===== src/rtl/tcsb_pkg.sv =====
// Shared types and codes for the text console scrollback buffer.
package tcsb_pkg;

  localparam logic [1:0] REQ_PUT   = 2'd0;
  localparam logic [1:0] REQ_READ  = 2'd1;
  localparam logic [1:0] REQ_CLEAR = 2'd2;

  localparam logic [7:0] CH_BACKSPACE = 8'd8;
  localparam logic [7:0] CH_NEWLINE   = 8'd10;
  localparam logic [7:0] CH_RETURN    = 8'd13;

  typedef enum logic [3:0] {
    S_INIT,
    S_IDLE,
    S_DECODE,
    S_NEWLINE,
    S_LOCATE,
    S_BASE,
    S_PUT,
    S_BS,
    S_READ,
    S_CAPTURE,
    S_BLANK,
    S_DONE
  } state_t;

  typedef enum logic [1:0] {
    JOB_CHAR,
    JOB_BS,
    JOB_READ,
    JOB_BLANK
  } job_t;

  typedef enum logic [1:0] {
    COL_CURSOR,
    COL_CURSOR_DEC,
    COL_READ,
    COL_SWEEP
  } col_sel_t;

  typedef struct packed {
    logic     load;
    logic     home;
    logic     new_line;
    logic     clear_hist;
    logic     locate;
    logic     base;
    logic     cursor_inc;
    logic     cursor_dec;
    logic     mark_valid;
    logic     capture;
    logic     mem_we;
    logic     wr_char;
    logic     init_mode;
    logic     init_step;
    logic     sweep_clr;
    logic     sweep_step;
    col_sel_t col_sel;
  } tcsb_cmd_t;

  typedef struct packed {
    logic init_last;
    logic is_put;
    logic is_read;
    logic is_clear;
    logic ch_newline;
    logic ch_return;
    logic ch_backspace;
    logic back_ok;
    logic cursor_zero;
    logic at_last_col;
    logic sweep_last;
  } tcsb_status_t;

endpackage


===== src/rtl/tcsb_ctrl.sv =====
// Controller state machine for the scrollback buffer.
module tcsb_ctrl (
  input  logic                  clk,
  input  logic                  rst,
  input  logic                  start,
  input  tcsb_pkg::tcsb_status_t st,
  output tcsb_pkg::tcsb_cmd_t    cmd,
  output logic                  busy,
  output logic                  done
);
  import tcsb_pkg::*;

  state_t state, state_next;
  job_t   job, job_next;

  always_ff @(posedge clk) begin
    if (rst) begin
      state <= S_INIT;
      job   <= JOB_CHAR;
    end else begin
      state <= state_next;
      job   <= job_next;
    end
  end

  always_comb begin
    state_next = state;
    job_next   = job;
    cmd        = '0;
    cmd.col_sel = COL_CURSOR;
    unique case (state)
      S_INIT: begin
        cmd.init_mode = 1'b1;
        cmd.mem_we    = 1'b1;
        cmd.init_step = 1'b1;
        if (st.init_last) state_next = S_IDLE;
      end
      S_IDLE: begin
        if (start) begin
          cmd.load   = 1'b1;
          state_next = S_DECODE;
        end
      end
      S_DECODE: begin
        state_next = S_DONE;
        if (st.is_put) begin
          if (st.ch_newline) begin
            cmd.new_line = 1'b1;
            job_next     = JOB_BLANK;
            state_next   = S_LOCATE;
          end else if (st.ch_return) begin
            cmd.home = 1'b1;
          end else if (st.ch_backspace) begin
            if (!st.cursor_zero) begin
              job_next   = JOB_BS;
              state_next = S_LOCATE;
            end
          end else begin
            job_next   = JOB_CHAR;
            state_next = S_LOCATE;
          end
        end else if (st.is_read) begin
          if (st.back_ok) begin
            job_next   = JOB_READ;
            state_next = S_LOCATE;
          end
        end else if (st.is_clear) begin
          cmd.clear_hist = 1'b1;
          job_next       = JOB_BLANK;
          state_next     = S_LOCATE;
        end
      end
      S_NEWLINE: begin
        cmd.new_line = 1'b1;
        job_next     = JOB_BLANK;
        state_next   = S_LOCATE;
      end
      S_LOCATE: begin
        cmd.locate = 1'b1;
        state_next = S_BASE;
      end
      S_BASE: begin
        cmd.base      = 1'b1;
        cmd.sweep_clr = 1'b1;
        unique case (job)
          JOB_CHAR:  state_next = S_PUT;
          JOB_BS:    state_next = S_BS;
          JOB_READ:  state_next = S_READ;
          JOB_BLANK: state_next = S_BLANK;
          default:   state_next = S_DONE;
        endcase
      end
      S_PUT: begin
        cmd.mem_we     = 1'b1;
        cmd.wr_char    = 1'b1;
        cmd.col_sel    = COL_CURSOR;
        cmd.cursor_inc = 1'b1;
        // wrap to a fresh line once the last column is filled
        state_next = st.at_last_col ? S_NEWLINE : S_DONE;
      end
      S_BS: begin
        cmd.mem_we     = 1'b1;
        cmd.col_sel    = COL_CURSOR_DEC;
        cmd.cursor_dec = 1'b1;
        state_next     = S_DONE;
      end
      S_READ: begin
        cmd.mark_valid = 1'b1;
        cmd.col_sel    = COL_READ;
        state_next     = S_CAPTURE;
      end
      S_CAPTURE: begin
        cmd.capture = 1'b1;
        state_next  = S_DONE;
      end
      S_BLANK: begin
        cmd.mem_we     = 1'b1;
        cmd.col_sel    = COL_SWEEP;
        cmd.sweep_step = 1'b1;
        if (st.sweep_last) state_next = S_DONE;
      end
      S_DONE: begin
        state_next = S_IDLE;
      end
      default: begin
        state_next = S_IDLE;
      end
    endcase
  end

  assign busy = (state != S_IDLE);
  assign done = (state == S_DONE);

endmodule


===== config.mk =====
export PLATFORM = sky130hd
export DESIGN_NAME = tcsb_ctrl
export DESIGN_NICKNAME = d
export VERILOG_FILES = /design/src/rtl/tcsb_pkg.sv /design/src/rtl/tcsb_ctrl.sv
export SDC_FILE = /design/constraint.sdc
export NUM_CORES = 1
export LEC_CHECK = 0
export CAP_MARGIN = 20
export CORE_MARGIN = 5
export CORE_UTILIZATION = 30
export CTS_BUF_LIST = sky130_fd_sc_hd__clkbuf_8
export CTS_CLUSTER_SIZE = 30
export DETAILED_ROUTE_END_ITERATION = 8
export DONT_BUFFER_PORTS = 1
export GPL_TIMING_DRIVEN = 0
export HOLD_SLACK_MARGIN = 0.08
export PLACE_DENSITY_LB_ADDON = 0.3
export SYNTH_ARGS = -nofsm -noshare
export SYNTH_HDL_FRONTEND = slang
export SYNTH_SLANG_ARGS = --single-unit

===== constraint.sdc =====
create_clock -name clk -period 1.9 [get_ports clk]
set_input_delay 0.57 -clock clk [delete_from_list [all_inputs] [get_ports clk]]
set_output_delay 0.57 -clock clk [all_outputs]
set_load 0.005 [all_outputs]

Word level (Yosys, flattened, before mapping)
Index checks and enable logic that the tools add are counted.

Flip-flop bits (word level): 6. Input port bits: 14.

Eq/ne operators: 22. Mux-type cells: 45. Reductions and logical operators: 7.

Operators by type and width (count): 4-bit two-way mux (12); 4-bit one-hot mux with 10 select lines (1); 2-bit two-way mux (10); 1-bit two-way mux (18); 4-bit by 3-bit == test with 1-bit output, second input constant (4); 4-bit == test, second input constant (4); 4-bit one-hot mux with 4 select lines (1); 4-bit != test, second input constant (3); 4-bit by 2-bit == test with 1-bit output, second input constant (2); 2-bit != test, second input constant (3); 2-bit one-hot mux with 3 select lines (1); 5-bit != test, second input constant (1); 5-bit AND reduction (1); 2-bit == test, second input constant (2); 4-bit by 1-bit == test with 1-bit output, second input constant (1); 4-bit logical NOT (1); 4-bit by 1-bit != test with 1-bit output, second input constant (1); 2-bit one-hot mux with 2 select lines (1); 4-bit OR reduction (1); 3-bit AND reduction (1); 2-bit by 1-bit == test with 1-bit output, second input constant (1); 2-bit logical NOT (1); 1-bit one-hot mux with 2 select lines (1); 2-bit nonzero test (1); 2-bit OR reduction (1).

Longest topological paths before layout
Depth after elaboration: 6. Depth in mapped cells: 6. Mapped depth without buffers: 4.

Least setup slack after synthesis
No wires, ideal clock.

Path type: reg-to-output. From: reg state[1]. To: out cmd[14] (netlist bit). Arrival time: 1255 ps. Data required time: 1330 ps. Path slack: 75 ps. Stages on the path, launching flop included: 5. Buffers on the path: 1. Path through: dfxtp_1 -> buf_2 -> nand2b_1 -> or3_1 -> nor4b_1.

RTL lines: from (decl) (RTL line tcsb_ctrl.sv:13) `state_t state, state_next;`; from (signal assigned) (RTL line tcsb_ctrl.sv:21) `state <= state_next;`; to (decl) (RTL line tcsb_ctrl.sv:7) `output tcsb_pkg::tcsb_cmd_t cmd,`.

==> insert_results.sql <==
INSERT INTO impl_metrics (metric_group, metric, value, unit) VALUES
('drt', 'wirelength', '2000', 'um'),
('critical_path', 'critical_path.startpoint', 'state[2]$_SDFFE_PP0P_', ''),
('synthesis', 'flop_and_latch_count_out_of_synthesis', '6', ''),
('die', 'placement_rows', '16', ''),
('finish', 'layout-area-overhead-vs-synth', '31.4', '%'),
('synthesis', 'mapped_cells', '93', ''),
('drt', 'drc', '0', ''),
('run', 'maxCapViolations', '0', ''),
('finish', 'fin_util', '41.2', '%'),
('critical_path', 'cp_data_arrival_time', '1350', 'ps'),
('drt', 'detail_route_antenna_nets', '0', ''),
('critical_path', 'critical_path_buf_inv_count', '0', ''),
('drt', 'average_wire_length_per_cell_after_detail_routing', '15.7', 'um'),
('critical_path', 'crit_path_max_incr_delay', '380', 'ps'),
('critical_path', 'kind_of_critical_path', 'register to output pin', ''),
('power_and_ir_drop', 'power_density', '669', 'nW/um^2'),
('critical_path', 'path_max_fanout', '5', ''),
('synthesis', 'synth_area_leaders', 'dfxtp_1, nor2_1, nand2_1, nor3_1, nand2b_1', ''),
('timing', 'grt_setup_unrepaired', 'true', ''),
('die', 'die_width', '55.1', 'um'),
('finish', 'antenna_cells_inserted', '0', ''),
('global_route', 'grt_pass1_vias', '662', ''),
('clock_tree', 'clk_pin_slew_worst_paths', '40', 'ps'),
('status', 'status', 'finished with violations', ''),
('synthesis', 'synth.lib_cells_used.distinct', '32', ''),
('die', 'dieHeight', '55.1', 'um'),
('timing', 'final-hold-violation-count', '0', ''),
('timing', 'worst_slew_pin_slew', '403', 'ps'),
('hold_path', 'holdCritPathClass', 'input port to register', ''),
('critical_path', 'r2r_end', 'state[1]$_SDFFE_PP0P_', ''),
('power_and_ir_drop', 'power.static_leakage', '0.335', 'nW'),
('timing', 'setup_slack', '-17.9', 'ps'),
('finish', 'post_route_cells_drive_above_1_share', '32.0', '%'),
('clock_tree', 'cts_root_buf', 'clkbuf_8', ''),
('placement', 'post_dp_cell_area', '643', 'um^2'),
('timing', 'max_slew_violation_count', '0', ''),
('drt', 'viasPerCell', '5.69', ''),
('synthesis', 'post_synth_instance_area', '609', 'um^2'),
('critical_path', 'setup.worst_path.end', 'cmd[14]', ''),
('die', 'num_io_pins', '34', ''),
('global_route', 'grt.total_usage', '14.0', '%'),
('clock_tree', 'clk-insertion-delay-late', '220', 'ps'),
('critical_path', 'series_of_cell_instances_along_the_critical_path', 'nand2b_4, or3_4, nor4b_4', ''),
('timing', 'period_minus_slack', '1920', 'ps'),
('finish', 'finish.net_count', '116', ''),
('timing', 'max_freq', '0.521', 'GHz'),
('placement', 'numPlacedInstances', '120', ''),
('placement', 'place.port_buffers', '0', ''),
('clock_tree', 'cts_inserted_buffers', '3', ''),
('drt', 'drt_iter0_drc', '13', ''),
('critical_path', 'worstReg2RegStart', 'state[1]$_SDFFE_PP0P_', ''),
('clock_tree', 'cts-hold-fix-buffers', '0', ''),
('critical_path', 'critical_path.endpoint_type', 'output pin', ''),
('die', 'floorplan_core_area', '1940', 'um^2'),
('critical_path', 'worst-path-stages', '3', ''),
('timing', 'fin_crit_sh', '101', '%'),
('placement', 'place.gp.congestion', '0.852', ''),
('clock_tree', 'cts_sinks', '6', ''),
('critical_path', 'critPathSlowestCell', 'or3_4', ''),
('timing', 'finClkSkew', '1.66', 'ps'),
('timing', 'setup_viol', '1', ''),
('timing', 'slew_headroom', '72.8', '%'),
('clock_tree', 'ctsHtreeMaxLevel', '1', ''),
('status', 'failing_checks', 'negative setup slack', ''),
('critical_path', 'ff2ff_setup_slack', '380', 'ps'),
('synthesis', 'netlist.area_leader.share', '19.7', '%'),
('critical_path', 'critPathRequiredTime', '1330', 'ps'),
('synthesis', 'syn-num-nets', '107', ''),
('finish', 'fin_area', '801', 'um^2'),
('drt', 'dr_total_vias', '723', ''),
('synthesis', 'synth_sequential_area_ratio', '19.7', '%');
-- cells by family after synthesis --
kind of cell           synth area share [%]
buffers and inverters                  10.3
DFF                                    19.7
AOI/OAI and AO/OA                      26.3
muxes                                  4.11
and+or+nand+nor                        39.6
-- worst min path at each step --
stage | from | endpoint | slack, ps | cells past startpoint
after global placement | job[1]$_SDFFE_PP0P_ | job[1]$_SDFFE_PP0P_ | 490 | 2
after detailed placement | job[1]$_SDFFE_PP0P_ | job[1]$_SDFFE_PP0P_ | 490 | 2
after CTS | rst | state[3]$_SDFFE_PP0P_ | 410 | 1
after global routing | rst | state[3]$_SDFFE_PP0P_ | 410 | 1
final | rst | state[3]$_SDFFE_PP0P_ | 410 | 1
after floorplan | job[1]$_SDFFE_PP0P_ | job[1]$_SDFFE_PP0P_ | 460 | 2
-- report_power, final --
group          switching (mW)  leakage, nW  total (mW)  internal (mW)
Clock                  0.0586       0.0216       0.195          0.136
Sequential             0.0176       0.0508       0.156          0.139
Combinational          0.0996        0.263       0.185         0.0851
Total                   0.176        0.335       0.536          0.360
-- cell type report --
class                           instances  area [um^2]  area share [%]
Timing Repair Buffer                    6         45.0            5.62
Clock buffer                            3         41.3            5.16
Multi-Input combinational cell         74          493            61.6
Tap cell                               27         33.8            4.22
Buffer                                  7         45.0            5.62
Sequential cell                         6          128            15.9
Inverter                                4         15.0            1.88
-- placed cells by master, fill, tap and decap left out, drive strengths merged --
| cell | instances |
|---|---|
| clkbuf | 5 |
| a21o | 2 |
| or3 | 3 |
| a31oi | 3 |
| nand3 | 1 |
| buf | 11 |
| a211oi | 1 |
| nand2 | 10 |
| a21oi | 4 |
| o22ai | 2 |
| and3b | 1 |
| nor2b | 3 |
| nor4 | 1 |
| dfxtp | 6 |
| o211ai | 1 |
| nor3 | 7 |
| o21a | 1 |
| nand2b | 4 |
| mux2i | 1 |
| nor3b | 1 |
| o22a | 1 |
| nor2 | 13 |
| o21ai | 6 |
| nor4b | 2 |
| and3 | 1 |
| a221o | 1 |
| inv | 4 |
| a221oi | 2 |
| or2 | 1 |
| mux2 | 1 |
-- stage by stage --
stage                     hold slack [ps]  power (mW)
final                                 409       0.536
after detailed placement              489       0.305
after global routing                  413       0.568
after floorplan                       463       0.275
after CTS                             408       0.531
after global placement                491       0.305
-- layer usage --
metal  GRT usage (%)  wire length, um
met1            16.9              792
met2            22.0              949
met3            5.36              243
met4            5.67               14
met5               0                0
-- cells in the mapped netlist --
master,count
a211oi_1,1
a21o_1,2
a21oi_1,4
a221o_2,1
a221oi_1,2
a31oi_1,3
and3_1,1
and3b_1,1
buf_2,2
buf_4,3
clkbuf_1,4
dfxtp_1,6
inv_1,4
mux2_4,1
mux2i_1,1
nand2_1,10
nand2b_1,4
nand3_1,1
nor2_1,13
nor2b_1,3
nor3_1,7
nor3b_1,1
nor4_1,1
nor4b_1,2
o211ai_1,1
o21a_1,1
o21ai_0,5
o21ai_2,1
o22a_1,1
o22ai_1,2
or2_2,1
or3_1,3
-- registers in the layout, summed over array words and instances, names as in the netlist --
register and flops:
job 2, state 4
-- timing repair --
item                                    in CTS  in global routing
resized for setup                           20                  4
endpoints found under the hold margin        0                  0
endpoints found under the setup margin      12                  6
setup buffers                                2                  4
pin swaps                                    0                  2
Note: power is estimated with default switching activity, not from simulation.
